File: config.mk
export PLATFORM = sky130hd
export DESIGN_NAME = char_lcd_controller_4bit_flat
export DESIGN_NICKNAME = d
export VERILOG_FILES = /design/src/sv/clcd_pkg.sv /design/src/sv/clcd_if.sv /design/src/sv/char_lcd_controller_4bit.sv /design/src/sv/clcd_datapath.sv /design/src/sv/clcd_ctrl.sv /design/src/flat_wrapper.sv
export SDC_FILE = /design/constraint.sdc
export NUM_CORES = 1
export LEC_CHECK = 0
export ABC_AREA = 1
export BUFFER_PORTS_ARGS = -buffer_cell sky130_fd_sc_hd__buf_4
export CAP_MARGIN = 20
export CORE_MARGIN = 3
export CORE_UTILIZATION = 30
export CTS_CLUSTER_DIAMETER = 120
export DETAILED_ROUTE_END_ITERATION = 16
export GPL_TIMING_DRIVEN = 0
export PLACE_DENSITY_LB_ADDON = 0.1
export SLEW_MARGIN = 20
export SYNTH_ARGS = -nofsm -noshare
export SYNTH_HDL_FRONTEND = slang
export SYNTH_SLANG_ARGS = --single-unit
File: constraint.sdc
create_clock -name clk_i -period 4.4 [get_ports clk_i]
set_clock_uncertainty 0.2 [all_clocks]
set_input_delay 0.22 -clock clk_i [delete_from_list [all_inputs] [get_ports clk_i]]
set_output_delay 0.22 -clock clk_i [all_outputs]
set_load 0.01 [all_outputs]
File: src/sv/clcd_pkg.sv
// Types and constants shared by the character LCD controller modules.
package clcd_pkg;

  // Result status codes.
  localparam logic [2:0] ST_OK          = 3'd0;
  localparam logic [2:0] ST_NO_RW       = 3'd1;
  localparam logic [2:0] ST_DATA_READ   = 3'd2;
  localparam logic [2:0] ST_BAD_INSTR   = 3'd3;
  localparam logic [2:0] ST_RESET_ORDER = 3'd4;
  localparam logic [2:0] ST_EIGHT_BIT   = 3'd5;
  localparam logic [2:0] ST_BAD_PORT    = 3'd6;

  // Port commands and port numbers.
  localparam logic       CMD_LATCH = 1'b0;
  localparam logic [2:0] PORT_NULL = 3'd1;
  localparam logic [2:0] PORT_LCD  = 3'd2;

  // Instruction codes and decode masks.
  localparam logic [7:0] INS_RESET_START = 8'h33;
  localparam logic [7:0] INS_RESET_END   = 8'h32;
  localparam logic [7:0] INS_CLEAR       = 8'h01;
  localparam logic [7:0] MSK_FUNC_SET    = 8'hE0;
  localparam logic [7:0] VAL_FUNC_SET    = 8'h20;
  localparam logic [7:0] MSK_DISP_CTRL   = 8'hF8;
  localparam logic [7:0] VAL_DISP_CTRL   = 8'h08;
  localparam logic [7:0] MSK_HOME        = 8'hFE;
  localparam logic [7:0] VAL_HOME        = 8'h02;
  localparam logic [7:0] MSK_SET_ADDR    = 8'hC0;
  localparam logic [7:0] VAL_SET_ADDR    = 8'h40;
  localparam logic [7:0] SET_ADDR_BITS   = 8'h3F;

  localparam logic [7:0] CHAR_BLANK = 8'h20;
  localparam logic [7:0] READ_IDLE  = 8'hFF;

  // Commands from the controller to the datapath.
  typedef struct packed {
    logic capture;     // latch the incoming beat
    logic commit;      // update state and load the result register
    logic sweep_step;  // write one fill entry of the display RAM
  } ctrl_t;

  // Status from the datapath to the controller.
  typedef struct packed {
    logic clear_hit;   // the pending item is a clear display instruction
    logic sweep_last;  // the fill sweep is at its last entry
  } stat_t;

  typedef struct packed {
    logic [7:0] read_data;
    logic [2:0] status;
    logic       ram_written;
    logic [6:0] ram_write_address;
    logic [7:0] ram_write_char;
    logic [6:0] address_counter_now;
    logic [2:0] busy_now;
    logic       display_enabled;
    logic       cursor_enabled;
    logic       blink_enabled;
    logic       two_line_mode;
    logic       entry_increments;
  } result_t;

endpackage

File: src/sv/clcd_if.sv
// Valid/ready channel interfaces for port accesses and their results.
interface clcd_in_if;
  logic       valid;
  logic       ready;
  logic       command;
  logic [2:0] port_number;
  logic [7:0] bus_byte;

  modport source (output valid, command, port_number, bus_byte, input ready);
  modport sink (input valid, command, port_number, bus_byte, output ready);
endinterface

interface clcd_out_if;
  logic       valid;
  logic       ready;
  logic [7:0] read_data;
  logic [2:0] status;
  logic       ram_written;
  logic [6:0] ram_write_address;
  logic [7:0] ram_write_char;
  logic [6:0] address_counter_now;
  logic [2:0] busy_now;
  logic       display_enabled;
  logic       cursor_enabled;
  logic       blink_enabled;
  logic       two_line_mode;
  logic       entry_increments;

  modport source (
    output valid, read_data, status, ram_written, ram_write_address, ram_write_char,
           address_counter_now, busy_now, display_enabled, cursor_enabled,
           blink_enabled, two_line_mode, entry_increments,
    input  ready
  );
  modport sink (
    input  valid, read_data, status, ram_written, ram_write_address, ram_write_char,
           address_counter_now, busy_now, display_enabled, cursor_enabled,
           blink_enabled, two_line_mode, entry_increments,
    output ready
  );
endinterface

File: src/sv/char_lcd_controller_4bit.sv
// Top level of the 4-bit character LCD controller.
//
// in_i carries one port access per beat: command (latch or read), port_number
// and bus_byte. out_o carries one result beat per access: read data, status,
// any display RAM write, and the address counter, busy count and mode flags
// after the access.
// An access is captured when accepted and executed from the S_EXEC state once the
// result register is free; the result beat becomes valid then, and unless the access
// was a clear display instruction in_i is ready again in that same cycle, so the
// block takes no new access before the last one has executed.
// A clear display instruction fills the RAM_DEPTH-entry display RAM with
// blanks through its single write port, one entry per cycle; in_i stays not
// ready until the sweep has written its last entry.
// After reset all controller state is cleared and the RAM is filled with zeros
// by the same sweep, so in_i first becomes ready once that sweep has written
// its last entry.
// The result is held in an output register; if out_o stalls, the next access
// is still accepted, then waits to execute until the held beat is taken.
module char_lcd_controller_4bit #(
  parameter int RAM_DEPTH = 80
) (
  input  logic clk_i,
  input  logic rst_ni,
  clcd_in_if.sink    in_i,
  clcd_out_if.source out_o
);
  import clcd_pkg::*;

  ctrl_t   ctrl;
  stat_t   stat;
  result_t res;

  clcd_ctrl u_ctrl (
    .clk_i       (clk_i),
    .rst_ni      (rst_ni),
    .in_valid_i  (in_i.valid),
    .out_ready_i (out_o.ready),
    .stat_i      (stat),
    .in_ready_o  (in_i.ready),
    .out_valid_o (out_o.valid),
    .ctrl_o      (ctrl)
  );

  clcd_datapath #(
    .RAM_DEPTH (RAM_DEPTH)
  ) u_datapath (
    .clk_i         (clk_i),
    .rst_ni        (rst_ni),
    .ctrl_i        (ctrl),
    .command_i     (in_i.command),
    .port_number_i (in_i.port_number),
    .bus_byte_i    (in_i.bus_byte),
    .stat_o        (stat),
    .res_o         (res)
  );

  assign out_o.read_data           = res.read_data;
  assign out_o.status              = res.status;
  assign out_o.ram_written         = res.ram_written;
  assign out_o.ram_write_address   = res.ram_write_address;
  assign out_o.ram_write_char      = res.ram_write_char;
  assign out_o.address_counter_now = res.address_counter_now;
  assign out_o.busy_now            = res.busy_now;
  assign out_o.display_enabled     = res.display_enabled;
  assign out_o.cursor_enabled      = res.cursor_enabled;
  assign out_o.blink_enabled       = res.blink_enabled;
  assign out_o.two_line_mode       = res.two_line_mode;
  assign out_o.entry_increments    = res.entry_increments;

endmodule

File: src/sv/clcd_datapath.sv
// Datapath: port lines, nibble assembly, instruction decode, state and display RAM.
module clcd_datapath #(
  parameter int RAM_DEPTH = 80
) (
  input  logic             clk_i,
  input  logic             rst_ni,
  input  clcd_pkg::ctrl_t  ctrl_i,
  input  logic             command_i,
  input  logic [2:0]       port_number_i,
  input  logic [7:0]       bus_byte_i,
  output clcd_pkg::stat_t  stat_o,
  output clcd_pkg::result_t res_o
);
  import clcd_pkg::*;

  localparam int AW = $clog2(RAM_DEPTH);
  localparam logic [7:0] DEPTH8 = 8'(RAM_DEPTH);
  localparam logic [AW-1:0] LAST_ENTRY = AW'(RAM_DEPTH - 1);

  // Captured beat.
  logic       cmd_q;
  logic [2:0] port_q;
  logic [7:0] bus_q;

  // Controller state.
  logic [7:0] ir_q, ir_d;
  logic [7:0] dr_q, dr_d;
  logic       rs_q, rs_d, rw_q, rw_d, e_q, e_d;
  logic [6:0] ac_q, ac_d;
  logic       lines_q, lines_d;
  logic [3:0] flags_q, flags_d;
  logic       lnn_q, lnn_d;
  logic [7:0] rcnt_q, rcnt_d;
  logic [2:0] busy_q, busy_d;

  // Fill sweep.
  logic [AW-1:0] sweep_q;
  logic [7:0]    fill_q;

  logic [7:0] ram_q [RAM_DEPTH];

  logic       clear_hit;
  logic       rise;
  logic [7:0] ac_inc;
  logic [7:0] set_addr;
  result_t    res_d, res_q;

  always_comb begin
    ir_d      = ir_q;
    dr_d      = dr_q;
    rs_d      = rs_q;
    rw_d      = rw_q;
    e_d       = e_q;
    ac_d      = ac_q;
    lines_d   = lines_q;
    flags_d   = flags_q;
    lnn_d     = lnn_q;
    rcnt_d    = rcnt_q;
    busy_d    = busy_q;
    clear_hit = 1'b0;
    rise      = 1'b0;
    ac_inc    = {1'b0, ac_q} + 8'd1;
    set_addr  = ir_q & SET_ADDR_BITS;
    res_d     = '0;
    res_d.status = ST_OK;

    if (cmd_q == CMD_LATCH) begin
      if (port_q == PORT_NULL) begin
        res_d.status = ST_OK;
      end else if (port_q != PORT_LCD) begin
        res_d.status = ST_BAD_PORT;
      end else begin
        rise = !e_q && bus_q[5];
        rs_d = bus_q[7];
        rw_d = bus_q[6];
        e_d  = bus_q[5];
        if (bus_q[7] && bus_q[6]) begin
          res_d.status = ST_DATA_READ;
        end else if (rise) begin
          if (bus_q[7]) begin
            dr_d = lnn_q ? {dr_q[7:4], bus_q[3:0]} : {bus_q[3:0], dr_q[3:0]};
          end else if (!bus_q[6]) begin
            ir_d = lnn_q ? {ir_q[7:4], bus_q[3:0]} : {bus_q[3:0], ir_q[3:0]};
          end
          lnn_d = !lnn_q;
          set_addr = ir_d & SET_ADDR_BITS;
          // The second nibble completes a byte.
          if (lnn_q) begin
            if (bus_q[7]) begin
              res_d.ram_written       = 1'b1;
              res_d.ram_write_address = ac_q;
              res_d.ram_write_char    = dr_d;
              if (flags_q[3]) begin
                ac_d = (ac_inc < DEPTH8) ? ac_inc[6:0] : 7'd0;
              end else begin
                ac_d = (ac_q == 7'd0) ? 7'd0 : ac_q - 7'd1;
              end
              busy_d = 3'd1;
            end else if (bus_q[6]) begin
              if (busy_q != 3'd0) begin
                busy_d = busy_q - 3'd1;
              end
            end else begin
              if (ir_d == INS_RESET_START) begin
                if (rcnt_q != 8'hFF) begin
                  rcnt_d = rcnt_q + 8'd1;
                end
              end else if (ir_d == INS_RESET_END) begin
                if (rcnt_q != 8'd1 || busy_q != 3'd0) begin
                  res_d.status = ST_RESET_ORDER;
                end else begin
                  rcnt_d = 8'd0;
                  busy_d = 3'd4;
                end
              end else if ((ir_d & MSK_FUNC_SET) == VAL_FUNC_SET) begin
                if (ir_d[4]) begin
                  res_d.status = ST_EIGHT_BIT;
                end else begin
                  lines_d = ir_d[3];
                  busy_d  = 3'd3;
                end
              end else if ((ir_d & MSK_DISP_CTRL) == VAL_DISP_CTRL) begin
                flags_d = {flags_q[3], ir_d[0], ir_d[1], ir_d[2]};
                busy_d  = 3'd1;
              end else if ((ir_d & MSK_HOME) == VAL_HOME) begin
                ac_d   = 7'd0;
                busy_d = 3'd5;
              end else if (ir_d == INS_CLEAR) begin
                ac_d       = 7'd0;
                flags_d[3] = 1'b1;
                busy_d     = 3'd5;
                clear_hit  = 1'b1;
              end else if ((ir_d & MSK_SET_ADDR) == VAL_SET_ADDR) begin
                ac_d   = (set_addr < DEPTH8) ? set_addr[6:0] : 7'd0;
                busy_d = 3'd2;
              end else begin
                res_d.status = ST_BAD_INSTR;
              end
            end
          end
        end
      end
    end else begin
      if (port_q != PORT_LCD) begin
        res_d.status = ST_BAD_PORT;
      end else if (!e_q) begin
        res_d.read_data = READ_IDLE;
      end else if (!rw_q) begin
        res_d.status = ST_NO_RW;
      end else if (rs_q) begin
        res_d.status = ST_DATA_READ;
      end else if (lnn_q) begin
        res_d.read_data = {busy_q != 3'd0, 3'd0, busy_q != 3'd0, ac_q[6:4]};
      end else begin
        res_d.read_data = {4'd0, ac_q[3:0]};
      end
    end

    res_d.address_counter_now = ac_d;
    res_d.busy_now            = busy_d;
    res_d.display_enabled     = flags_d[0];
    res_d.cursor_enabled      = flags_d[1];
    res_d.blink_enabled       = flags_d[2];
    res_d.two_line_mode       = lines_d;
    res_d.entry_increments    = flags_d[3];
  end

  always_ff @(posedge clk_i) begin
    if (ctrl_i.capture) begin
      cmd_q  <= command_i;
      port_q <= port_number_i;
      bus_q  <= bus_byte_i;
    end
    if (ctrl_i.commit) begin
      res_q <= res_d;
    end
  end

  always_ff @(posedge clk_i or negedge rst_ni) begin
    if (!rst_ni) begin
      ir_q    <= '0;
      dr_q    <= '0;
      rs_q    <= 1'b0;
      rw_q    <= 1'b0;
      e_q     <= 1'b0;
      ac_q    <= '0;
      lines_q <= 1'b0;
      flags_q <= '0;
      lnn_q   <= 1'b0;
      rcnt_q  <= '0;
      busy_q  <= '0;
      sweep_q <= '0;
      fill_q  <= '0;
    end else begin
      if (ctrl_i.commit) begin
        ir_q    <= ir_d;
        dr_q    <= dr_d;
        rs_q    <= rs_d;
        rw_q    <= rw_d;
        e_q     <= e_d;
        ac_q    <= ac_d;
        lines_q <= lines_d;
        flags_q <= flags_d;
        lnn_q   <= lnn_d;
        rcnt_q  <= rcnt_d;
        busy_q  <= busy_d;
        if (clear_hit) begin
          sweep_q <= '0;
          fill_q  <= CHAR_BLANK;
        end
      end else if (ctrl_i.sweep_step) begin
        sweep_q <= (sweep_q == LAST_ENTRY) ? '0 : sweep_q + 1'b1;
      end
    end
  end

  // One write port: a data byte on commit, otherwise one fill entry per sweep cycle.
  always_ff @(posedge clk_i) begin
    if (ctrl_i.commit && res_d.ram_written) begin
      ram_q[ac_q[AW-1:0]] <= res_d.ram_write_char;
    end else if (ctrl_i.sweep_step) begin
      ram_q[sweep_q] <= fill_q;
    end
  end

  assign stat_o.clear_hit  = clear_hit;
  assign stat_o.sweep_last = (sweep_q == LAST_ENTRY);
  assign res_o             = res_q;

endmodule

File: src/sv/clcd_ctrl.sv
// Controller: sequences capture, execution, result hand-off and RAM fill sweeps.
module clcd_ctrl (
  input  logic            clk_i,
  input  logic            rst_ni,
  input  logic            in_valid_i,
  input  logic            out_ready_i,
  input  clcd_pkg::stat_t stat_i,
  output logic            in_ready_o,
  output logic            out_valid_o,
  output clcd_pkg::ctrl_t ctrl_o
);
  import clcd_pkg::*;

  typedef enum logic [1:0] {
    S_SWEEP,
    S_IDLE,
    S_EXEC
  } ctl_state_e;

  ctl_state_e state_q;
  logic       in_ready_q;
  logic       out_valid_q;

  assign ctrl_o.capture    = in_valid_i && in_ready_q;
  // The result register is free when empty or when its beat is taken now.
  assign ctrl_o.commit     = (state_q == S_EXEC) && (!out_valid_q || out_ready_i);
  assign ctrl_o.sweep_step = (state_q == S_SWEEP);

  always_ff @(posedge clk_i or negedge rst_ni) begin
    if (!rst_ni) begin
      state_q     <= S_SWEEP;
      in_ready_q  <= 1'b0;
      out_valid_q <= 1'b0;
    end else begin
      if (ctrl_o.commit) begin
        out_valid_q <= 1'b1;
      end else if (out_ready_i) begin
        out_valid_q <= 1'b0;
      end
      case (state_q)
        S_SWEEP: begin
          if (stat_i.sweep_last) begin
            state_q    <= S_IDLE;
            in_ready_q <= 1'b1;
          end
        end
        S_IDLE: begin
          if (ctrl_o.capture) begin
            state_q    <= S_EXEC;
            in_ready_q <= 1'b0;
          end
        end
        S_EXEC: begin
          if (ctrl_o.commit) begin
            if (stat_i.clear_hit) begin
              state_q <= S_SWEEP;
            end else begin
              state_q    <= S_IDLE;
              in_ready_q <= 1'b1;
            end
          end
        end
        default: begin
          state_q    <= S_SWEEP;
          in_ready_q <= 1'b0;
        end
      endcase
    end
  end

  assign in_ready_o  = in_ready_q;
  assign out_valid_o = out_valid_q;

endmodule

File: src/flat_wrapper.sv
// flat-port wrapper written by rule: the top's interface ports become plain ports
module char_lcd_controller_4bit_flat import clcd_pkg::*;
#(
  parameter int RAM_DEPTH = 80
)
  (clk_i, rst_ni, in_i_valid, in_i_command, in_i_port_number, in_i_bus_byte, in_i_ready, out_o_valid, out_o_read_data, out_o_status, out_o_ram_written, out_o_ram_write_address, out_o_ram_write_char, out_o_address_counter_now, out_o_busy_now, out_o_display_enabled, out_o_cursor_enabled, out_o_blink_enabled, out_o_two_line_mode, out_o_entry_increments, out_o_ready);
  clcd_in_if in_i_i ();
  clcd_out_if out_o_i ();
  input  logic clk_i;
  input  logic rst_ni;
  input wire logic [$bits(in_i_i.valid)-1:0] in_i_valid;
  input wire logic [$bits(in_i_i.command)-1:0] in_i_command;
  input wire logic [$bits(in_i_i.port_number)-1:0] in_i_port_number;
  input wire logic [$bits(in_i_i.bus_byte)-1:0] in_i_bus_byte;
  output wire logic [$bits(in_i_i.ready)-1:0] in_i_ready;
  output wire logic [$bits(out_o_i.valid)-1:0] out_o_valid;
  output wire logic [$bits(out_o_i.read_data)-1:0] out_o_read_data;
  output wire logic [$bits(out_o_i.status)-1:0] out_o_status;
  output wire logic [$bits(out_o_i.ram_written)-1:0] out_o_ram_written;
  output wire logic [$bits(out_o_i.ram_write_address)-1:0] out_o_ram_write_address;
  output wire logic [$bits(out_o_i.ram_write_char)-1:0] out_o_ram_write_char;
  output wire logic [$bits(out_o_i.address_counter_now)-1:0] out_o_address_counter_now;
  output wire logic [$bits(out_o_i.busy_now)-1:0] out_o_busy_now;
  output wire logic [$bits(out_o_i.display_enabled)-1:0] out_o_display_enabled;
  output wire logic [$bits(out_o_i.cursor_enabled)-1:0] out_o_cursor_enabled;
  output wire logic [$bits(out_o_i.blink_enabled)-1:0] out_o_blink_enabled;
  output wire logic [$bits(out_o_i.two_line_mode)-1:0] out_o_two_line_mode;
  output wire logic [$bits(out_o_i.entry_increments)-1:0] out_o_entry_increments;
  input wire logic [$bits(out_o_i.ready)-1:0] out_o_ready;
  assign in_i_i.valid = in_i_valid;
  assign in_i_i.command = in_i_command;
  assign in_i_i.port_number = in_i_port_number;
  assign in_i_i.bus_byte = in_i_bus_byte;
  assign in_i_ready = in_i_i.ready;
  assign out_o_valid = out_o_i.valid;
  assign out_o_read_data = out_o_i.read_data;
  assign out_o_status = out_o_i.status;
  assign out_o_ram_written = out_o_i.ram_written;
  assign out_o_ram_write_address = out_o_i.ram_write_address;
  assign out_o_ram_write_char = out_o_i.ram_write_char;
  assign out_o_address_counter_now = out_o_i.address_counter_now;
  assign out_o_busy_now = out_o_i.busy_now;
  assign out_o_display_enabled = out_o_i.display_enabled;
  assign out_o_cursor_enabled = out_o_i.cursor_enabled;
  assign out_o_blink_enabled = out_o_i.blink_enabled;
  assign out_o_two_line_mode = out_o_i.two_line_mode;
  assign out_o_entry_increments = out_o_i.entry_increments;
  assign out_o_i.ready = out_o_ready;
  char_lcd_controller_4bit #(.RAM_DEPTH(RAM_DEPTH)) u_core (.clk_i(clk_i), .rst_ni(rst_ni), .in_i(in_i_i), .out_o(out_o_i));
endmodule
Word-level counts from Yosys, hierarchy flattened
Index checks and enable logic that the tools add are counted.
- register bits after elaboration: 108
- bits in latches: 0
- memory bits (writable): 0
- ROM bits: 0
- input port bits: 16
- output and inout port bits: 44
- logic and storage cells: 224
- memories: 0
- $add $sub $neg: 5
- multipliers: 0
- div/mod/pow operators: 0
- $lt $le $gt $ge: 2
- eq/ne operators: 21
- shift-type cells: 0
- multiplexer cells: 134
- bitwise logic cells: 8
- reductions and logical operators: 24
- operators by type and width (cell ; number):
    $mux 7 ; 22
    $mux 8 ; 18
    $mux 3 ; 34
    $mux 4 ; 11
    $mux 19 ; 2
    $mux 1 ; 36
    $eq 8x6->1 const B ; 2
    $mux 16 ; 1
    $mux 2 ; 7
    $reduce_and 12->1 ; 1
    $add 7x1->8 const B ; 1
    $add 8x1->8 const B ; 1
    $eq 8x1->1 const B ; 1
    $lt 8x7->1 const B ; 1
    $ne 2x2->1 const B ; 4
    $ne 8x1->1 const B ; 1
    $ne 8x8->1 const B ; 1
    $not 1->1 ; 8
    $reduce_and 4->1 ; 2
    $add 7x1->7 const B ; 1
    $eq 7x1->1 const B ; 1
    $eq 7x7->1 const B ; 1
    $logic_not 7->1 ; 1
    $lt 6x7->1 const B ; 1
    other kinds (23) ; 35

Depth between registers and ports, before layout
Gate-level depths: netlist (run 1).
- depth in word-level cells: 26
- mapped depth: 16
- mapped depth without buffers: 15

By module
Synthesis (run 1) repeated with hierarchy kept, for this count alone.
- cell total of the unflattened synthesis: 648
- area total of the unflattened synthesis: 5571.6 um^2
- modules (own cells, without submodules) (module ; instances ; cells an instance ; area each (um^2) ; seq. area each (um^2)):
    clcd_datapath ; 1 ; 617 ; 5356.4 ; 2782.7
    clcd_ctrl ; 1 ; 31 ; 215.2 ; 100.1

Least setup slack after synthesis (run 1)
No wires, ideal clock.
- path type: register to register
- start: register u_core.u_datapath.bus_q[6]
- end: register u_core.u_datapath.res_q, in the netlist u_core.u_datapath.res_o[4], data pin
- library setup time: 255 ps
- arrival time: 1719 ps
- required time: 3945 ps
- path slack: 2226 ps
- cell stages (with the launch flop): 14
- buffers on the path: 2
- clock period less this slack: 2174 ps
- cells stage by stage: edfxtp_1 > buf_6 > nor2_4 > buf_6 > nand3_1 > nand2_1 > nand2_4 > nor3_2 > nand2_2 > inv_2 > nor2_4 > nand3_4 > nand2_1 > and2_1
- word-level cells in the longest chain between the ends: 20
- elaborated cells on any way between the ends: 24
- classes of those cells: eq/ne (4); mux (19); reduce/logical (1)
- RTL lines (element ; RTL line ; source):
    start, declared ; clcd_datapath.sv:23 ; logic [7:0] bus_q;
    start signal, assigned ; clcd_datapath.sv:172 ; bus_q <= bus_byte_i;
    $mux 8 ; clcd_datapath.sv:82 ; end else if (!bus_q[6]) begin
    $mux 8 ; clcd_datapath.sv:80 ; if (bus_q[7]) begin
    $mux 8 ; clcd_datapath.sv:79 ; end else if (rise) begin
    $mux 8 ; clcd_datapath.sv:77 ; if (bus_q[7] && bus_q[6]) begin
    $mux 8 ; clcd_datapath.sv:70 ; end else if (port_q != PORT_LCD) begin
    $mux 8 ; clcd_datapath.sv:68 ; if (port_q == PORT_NULL) begin
    $mux 8 ; clcd_datapath.sv:67 ; if (cmd_q == CMD_LATCH) begin
    $eq 5x1->1 ; clcd_datapath.sv:122 ; end else if ((ir_d & MSK_DISP_CTRL) == VAL_DISP_CTRL) begin
    [... 5 more ...] ; -- ;
    $mux 4 ; clcd_datapath.sv:89 ; if (bus_q[7]) begin
    $mux 4 ; clcd_datapath.sv:88 ; if (lnn_q) begin
    $mux 4 ; clcd_datapath.sv:79 ;
    $mux 4 * ; clcd_datapath.sv:77 ;
    $mux 4 * ; clcd_datapath.sv:70 ;
    $mux 4 * ; clcd_datapath.sv:68 ;
    $mux 4 * ; clcd_datapath.sv:67 ;
    net u_core.u_datapath.flags_d[0] ; clcd_datapath.sv:31 ; logic [3:0] flags_q, flags_d;
    end signal, assigned ; clcd_datapath.sv:175 ; res_q <= res_d;
    end, declared ; clcd_datapath.sv:46 ; result_t res_d, res_q;
The timed path passes the listed nets; every way through them passes the cells marked *. The select of a mux whose other input is x is not followed.
A chain may end at the register's enable or synchronous reset.

Final worst setup path (run 1)
- start: register u_core.u_datapath.port_q[2]
- end: register u_core.u_datapath.res_q, in the netlist u_core.u_datapath.res_o[5], data pin
- word-level cells in the longest chain between the ends: 4
- elaborated cells on any way between the ends: 5
- classes of those cells: eq/ne (2); mux (3)
- RTL lines (element ; RTL line ; source):
    start, declared ; clcd_datapath.sv:22 ; logic [2:0] port_q;
    start signal, assigned ; clcd_datapath.sv:171 ; port_q <= port_number_i;
    $ne 3x2->1 ; clcd_datapath.sv:70 ;
    $mux 3 ; clcd_datapath.sv:70 ;
    $mux 3 * ; clcd_datapath.sv:68 ;
    $mux 3 * ; clcd_datapath.sv:67 ;
    net u_core.u_datapath.busy_d[0] ; clcd_datapath.sv:34 ; logic [2:0] busy_q, busy_d;
The timed path passes the listed nets; every way through them passes the cells marked *.

==> run_results.csv, run 1 <==
group,metric,value,unit
status,status,"completed",
routing,wl_per_cell,14.7,um
setup_path,critical_path.max_fanout,7,
placement,gp_congestion,0.853,
logic_synthesis,synthFlopType,"dfrtp_1",
clock_network,clk_latency,0.36,ns
power_and_ir_drop,p_total,1.88,mW
logic_synthesis,yosys-top-cells-area,"edfxtp_1 (26%), dfrtp_1 (23%), nand2_1 (11%)",
routing,routed_wl,15100,um
sta,hold_viol_final,0,
sta,grt_setup_unrepaired,"no",
logic_synthesis,synth.distinct_cells,48,
global_routing,grt_max_degree,55,
clock_network,root_buffer,"clkbuf_16",
finish,fillers,1955,
clock_network,cts_tree,"yes",
job,cap_violations,0,
routing,drc,0,
logic_synthesis,ys_ff_latch,105,
power_and_ir_drop,peakVddDrop,0.179,mV
sta,worst_slew_pin_slew,0.764,ns
routing,vias,4801,
setup_path,critical_path_class,"reg2reg",
floorplanning,ios,60,
finish,syn_to_final_growth,20.9,%
finish,drive_above_1_share,17.7,%
logic_synthesis,synth_top_area_share,26.4,%
routing,drt_iter0_drc,344,
routing,ant_nets,0,
clock_network,cts_buffers,9,
routing,first_pass_iters,5,
placement,port_buffers,58,
logic_synthesis,synth.most_common_cell,"nand2_1",
logic_synthesis,avgSynthCellArea,8.50,um2
global_routing,overflow,0,
routing,avgViaCountPerCell,4.67,
clock_network,htreeDepth,3,
floorplanning,rows,50,
logic_synthesis,ys_top_cells_by_count,"nand2_1 (173), nor2_1 (75), inv_1 (69), dfrtp_1 (54), edfxtp_1 (51)",
min_path,hp-class,"in2reg",
clock_network,clockBufferDepth,2,
floorplanning,initial_core_util,30.8,%
sta,setup_viol,0,
finish,layout.cells.non_filler,1029,
logic_synthesis,yosysWarnings,0,
floorplanning,die_w,145,um
sta,timing.fmax,380,MHz
setup_path,cp.arrival,2.53,ns
floorplanning,die_h,145,um
setup_path,required,4.30,ns
logic_synthesis,syn-num-nets,704,
global_routing,grt_usage,14.3,%
logic_synthesis,yosysSeqAreaShare,49.8,%
sta,finalCritPeriodShare,59.8,%
logic_synthesis,syn_area,5790,um2
placement,hpwlAfterDp,11100,um
logic_synthesis,synth.largest_area_cell,"edfxtp_1",
logic_synthesis,synth_edf_count,51,
power_and_ir_drop,p_leak,3.24,nW
finish,fin_nets,787,
global_routing,antenna_found_initial,0,
setup_path,cp-end-kind,"flop",
floorplanning,fp.coreArea,18800,um2
global_routing,grt_first_pass_wirelength,24200,um
clock_network,clock-sinks,105,
clock_network,path_clk_slew,0.08,ns
power_and_ir_drop,p_per_area,268,nW/um2
sta,slew_violations,0,
sta,fin_tns_setup,0,ns
placement,placed_cells,999,
finish,insertedDiodeCount,0,
sta,maxSlewHeadroom,49.1,%
sta,period_minus_slack,2.63,ns
logic_synthesis,synthCells,681,
setup_path,cp-start-kind,"flop",
global_routing,grt_pass1_vias,4562,
logic_synthesis,synth-async-reset-ratio,51.4,%
floorplanning,die_area,21000,um2
==> final cells by class <==
class | count | area (um2) | share of cell area (%)
inverter | 77 | 290 | 4.15
clock buffer | 11 | 264 | 3.77
timing repair buffer | 72 | 576 | 8.22
sequential | 105 | 2880 | 41.2
clock inverter | 5 | 41.3 | 0.590
tap | 260 | 325 | 4.65
multi-input combinational | 482 | 2530 | 36.1
buffer | 17 | 93.8 | 1.34
==> flip-flops by register name, summed over array words and instances, names as in the netlist, 2 cells and up <==
register	cells
u_core.u_datapath.sweep_q	7
u_core.u_datapath.rcnt_q	8
u_core.u_datapath.busy_q	3
u_core.u_datapath.dr_q	8
u_core.u_datapath.ac_q	7
u_core.u_datapath.ir_q	8
u_core.u_datapath.flags_q	4
u_core.u_ctrl.state_q	2
u_core.u_datapath.port_q	3
u_core.u_datapath.bus_q	7
u_core.u_datapath.res_o	40
==> through the flow <==
stage / util, % / instance area (um2) / hold WS (ns) / worst slack [ns]
floorplan: - / 5790 / -0.276 / 2.23
global placement: 34.8 / 6550 / 0.135 / 1.66
detailed placement: 34.8 / 6550 / 0.141 / 1.66
CTS: 37.2 / 7000 / 0.00478 / 1.66
global route: 37.2 / 7000 / 0.0535 / 1.60
finish: 37.2 / 7000 / 0.00998 / 1.77
==> critical path, cell delays in order, from the launching register on <==
cell,delay [ns]
edfxtp_1,0.38
nor2_1,0.11
nand2_1,0.20
nor2_4,0.24
inv_1,0.15
nor3_4,0.29
inv_1,0.24
a311oi_1,0.36
a21boi_0,0.18
==> cell usage in the layout, fill, tap and decap left out, types with 3 or more instances in the layout <==
cell type | Yosys | final
or2_2 | 3 | 3
o21a_1 | 3 | 3
nand2_2 | 9 | 9
buf_4 | 2 | 61
inv_1 | 69 | 69
clkbuf_16 | 0 | 10
nor3_1 | 7 | 7
o211ai_1 | 5 | 5
buf_2 | 4 | 3
dlygate4sd3_1 | 0 | 14
nand4_1 | 11 | 11
nand2_4 | 6 | 6
xor2_1 | 11 | 11
clkbuf_1 | 9 | 9
nand3_1 | 46 | 46
a21oi_1 | 32 | 32
nor2_4 | 7 | 7
nor2_2 | 4 | 4
ha_1 | 7 | 7
clkinv_1 | 3 | 3
a22oi_1 | 3 | 3
nand3_2 | 5 | 5
nor2_1 | 75 | 75
edfxtp_1 | 51 | 51
a31oi_1 | 4 | 4
o21ai_0 | 40 | 40
o21ai_2 | 4 | 4
a21boi_0 | 3 | 3
dfrtp_1 | 54 | 54
nand2_1 | 173 | 173
nand3_4 | 3 | 3
o21ai_1 | 4 | 4
inv_2 | 4 | 4
==> timing repair <==
item / 4_1_cts / 5_1_grt
buffers inserted: 0 / 0
hold buffers: 14 / 0
hold endpoints to repair: 66 / 0
resized for setup: 0 / 0
==> worst paths after layout <==
path | from | endpoint | slack [ns] | depth (start not counted)
worst min-delay path | out_o_ready | u_core.u_ctrl.out_valid_o | 0.01 | 4
worst max-delay path | u_core.u_datapath.port_q[2] | u_core.u_datapath.res_o[5] | 1.77 | 8
max in group asynchronous | rst_ni | u_core.u_datapath.dr_q[0] | 3.22 | 2
worst min register to register | u_core.u_datapath.ir_q[4] | u_core.u_datapath.ir_q[4] | 0.29 | 2
min in group asynchronous | rst_ni | u_core.u_datapath.sweep_q[6] | 0.26 | 2
worst max register to register | u_core.u_datapath.port_q[2] | u_core.u_datapath.res_o[5] | 1.77 | 8
==> logic make-up after synthesis <==
logic type,Yosys count,synth area share [%]
and+or+nand+nor,360,30.0
DFF,105,49.8
AOI/OAI and AO/OA,102,10.1
buffers and inverters,94,6.59
xor gates and xnor gates,11,1.66
adders and majority gates,7,1.51
muxes,2,0.346
==> power by group <==
part	total [mW]	internal (mW)	switching, mW
clock	0.825	0.441	0.383
sequential	1.02	1.02	0.0000000000000000311
combinational	0.0290	0.0153	0.0137
total	1.88	1.48	0.397
==> routing by layer <==
layer / vias up / global-route usage (%) / share of wire (%)
met5: - / 0 / 0
met4: 0 / 5.70 / 2.0
li1: 2407 / - / -
met1: 2248 / 19.4 / 48
met3: 19 / 2.47 / 4.1
met2: 127 / 22.6 / 46
Power figures use the tool's default switching activity.
==> inputs of run 2 (changes only) <==
==> constraint.sdc (replaced) <==
create_clock -name clk_i -period 2.45 [get_ports clk_i]
set_clock_uncertainty 0.2 [all_clocks]
set_input_delay 0.1225 -clock clk_i [delete_from_list [all_inputs] [get_ports clk_i]]
set_output_delay 0.1225 -clock clk_i [all_outputs]
set_load 0.01 [all_outputs]
==> run_results.csv, run 2 (synthesis results as in run 1) <==
group,metric,value,unit
status,status,"completed",
clock_network,clk_latency,0.36,ns
setup_path,critPathSlowestCell,"edfxtp_1",
clock_network,cts_tree,"yes",
routing,drt_iter0_drc,344,
power_and_ir_drop,p_total,3.37,mW
floorplanning,die_w,145,um
placement,port_buffers,58,
global_routing,grt_max_degree,55,
clock_network,htreeDepth,3,
global_routing,grt_pass1_vias,4601,
setup_path,cp-start-kind,"flop",
power_and_ir_drop,p_per_area,456,nW/um2
sta,setup_viol,0,
setup_path,critical_path.max_fanout,6,
finish,drive_above_1_share,25.3,%
setup_path,rrSetupSlack,0.06,ns
finish,final_common_cell,"nand2_1",
setup_path,cpPeakStageDelay,0.38,ns
setup_path,path_cells,"buf_6, nor2_4, nand2_4, nand2_2, o21ai_4, buf_6, nor3_4, nand2_2, inv_2, nor2_4, nand3_4, nand2_1, and2_1",
setup_path,path_delay_family,"simple AND/OR/NAND/NOR gates",
floorplanning,ios,60,
global_routing,grt_first_pass_wirelength,24300,um
sta,finalCritPeriodShare,97.5,%
floorplanning,rows,50,
global_routing,met2_usage,22.9,%
routing,avgViaCountPerCell,4.69,
global_routing,gr-max-usage-layer,"met2",
routing,first_pass_iters,5,
setup_path,cp-end-kind,"flop",
setup_path,worstReg2RegEnd,"u_core.u_datapath.res_o[4]",
sta,hold_viol_final,0,
clock_network,clockBufferDepth,2,
routing,vias,4944,
routing,routed_wl,15500,um
routing,wl_per_cell,14.7,um
routing,ant_nets,0,
floorplanning,initial_core_util,30.8,%
floorplanning,fp.coreArea,18800,um2
placement,hpwlAfterDp,11100,um
setup_path,rr_startpoint,"u_core.u_datapath.bus_q[6]",
global_routing,overflow,0,
sta,fin_tns_setup,0,ns
sta,timing.fmax,418,MHz
sta,period_minus_slack,2.39,ns
setup_path,critPathLaunch,"u_core.u_datapath.bus_q[6]",
sta,maxSlewHeadroom,49.7,%
routing,drc,0,
finish,insertedDiodeCount,0,
setup_path,crit_buf_inv,3,
placement,gp_congestion,0.853,
clock_network,cts_buffers,9,
setup_path,required,2.37,ns
floorplanning,die_area,21000,um2
setup_path,worst-r2r-cell-count,13,
finish,syn_to_final_growth,27.5,%
clock_network,clock-sinks,105,
power_and_ir_drop,p_leak,3.41,nW
clock_network,path_clk_slew,0.08,ns
global_routing,antenna_found_initial,0,
power_and_ir_drop,peakVddDrop,0.326,mV
global_routing,use_met1,19.3,%
global_routing,grt_usage,14.3,%
setup_path,critical_path_class,"reg2reg",
global_routing,met3_usage,2.59,%
setup_path,cp.arrival,2.31,ns
floorplanning,die_h,145,um
sta,slew_violations,0,
job,cap_violations,0,
finish,fin_nets,813,
sta,grt_setup_unrepaired,"yes",
min_path,hp-class,"in2async",
sta,worst_slew_pin_slew,0.754,ns
finish,post-route-util,39.2,%
finish,layout_common_cells,"nand2_1 (158), buf_4 (85), nor2_1 (70), inv_1 (63), dfrtp_1 (52)",
clock_network,root_buffer,"clkbuf_16",
finish,largest_reg_flops,40,
-- run 2: cell types whose count changed in the layout (fill, tap and decap cells not counted), sizes merged --
| cell | previous run | this run |
|---|---|---|
| dlygate4sd3 | 14 | 15 |
| buf | 66 | 92 |
| clkinv | 5 | 4 |
| clkbuf | 20 | 19 |
| inv | 76 | 75 |
| clkinvlp | 1 | 3 |
-- run 2: routing by layer --
layer / part of all wire (%) / up-vias
met1: 47 / 2337
met4: 2.1 / 0
met3: 4.4 / 20
li1: - / 2462
met5: 0 / -
met2: 47 / 125
-- run 2: worst max-delay path by stage --
stage / endpoint / slack (ns) / cells past startpoint
2_1_floorplan: u_core.u_datapath.res_o[4] / 0.28 / 13
3_3_place_gp: u_core.u_datapath.res_o[20] / -0.29 / 4
3_5_place_dp: u_core.u_datapath.res_o[33] / -0.29 / 4
4_1_cts: u_core.u_datapath.res_o[32] / -0.03 / 14
5_1_grt: u_core.u_datapath.ac_q[6] / -0.04 / 15
6_report: u_core.u_datapath.res_o[4] / 0.06 / 13
-- run 2: area by class of cell --
cell class	count	area (um2)
clock inverters	5	41.3
plain buffers	16	91.3
fillers	1936	11400
well taps	260	325
multi-input cells	482	2690
clock buffers	11	264
repair buffers	99	788
inverters	77	302
flip-flops and latches	105	2890
-- run 2: per-stage QoR --
stage / std cells / worst slack [ns] / hold slack, ns / instance area, um2
final: 1055 / 0.0602 / 0.162 / 7380
after global routing: 1055 / -0.0411 / 0.228 / 7380
after CTS: 1034 / -0.0326 / 0.194 / 7080
after global placement: 999 / -0.290 / 0.0371 / 6550
after floorplan: 681 / 0.276 / -0.373 / 5790
after detailed placement: 999 / -0.287 / 0.0432 / 6550
-- run 2: report_power, final --
group,total (mW),switching (mW),leakage [nW],internal (mW)
sequential,1.84,0.0000000000000000559,1.25,1.84
combinational,0.0531,0.0247,2.00,0.0284
clock,1.48,0.687,0.150,0.792
total,3.37,0.712,3.41,2.66
-- run 2: repair_timing --
action / CTS / global route
hold buffers: 15 / 0
setup endpoints to repair: 86 / 108
cloned: 0 / 1
endpoints found under the hold margin: 67 / 0
resized for setup: 13 / 50
setup buffers: 4 / 21
pin swaps: 6 / 26
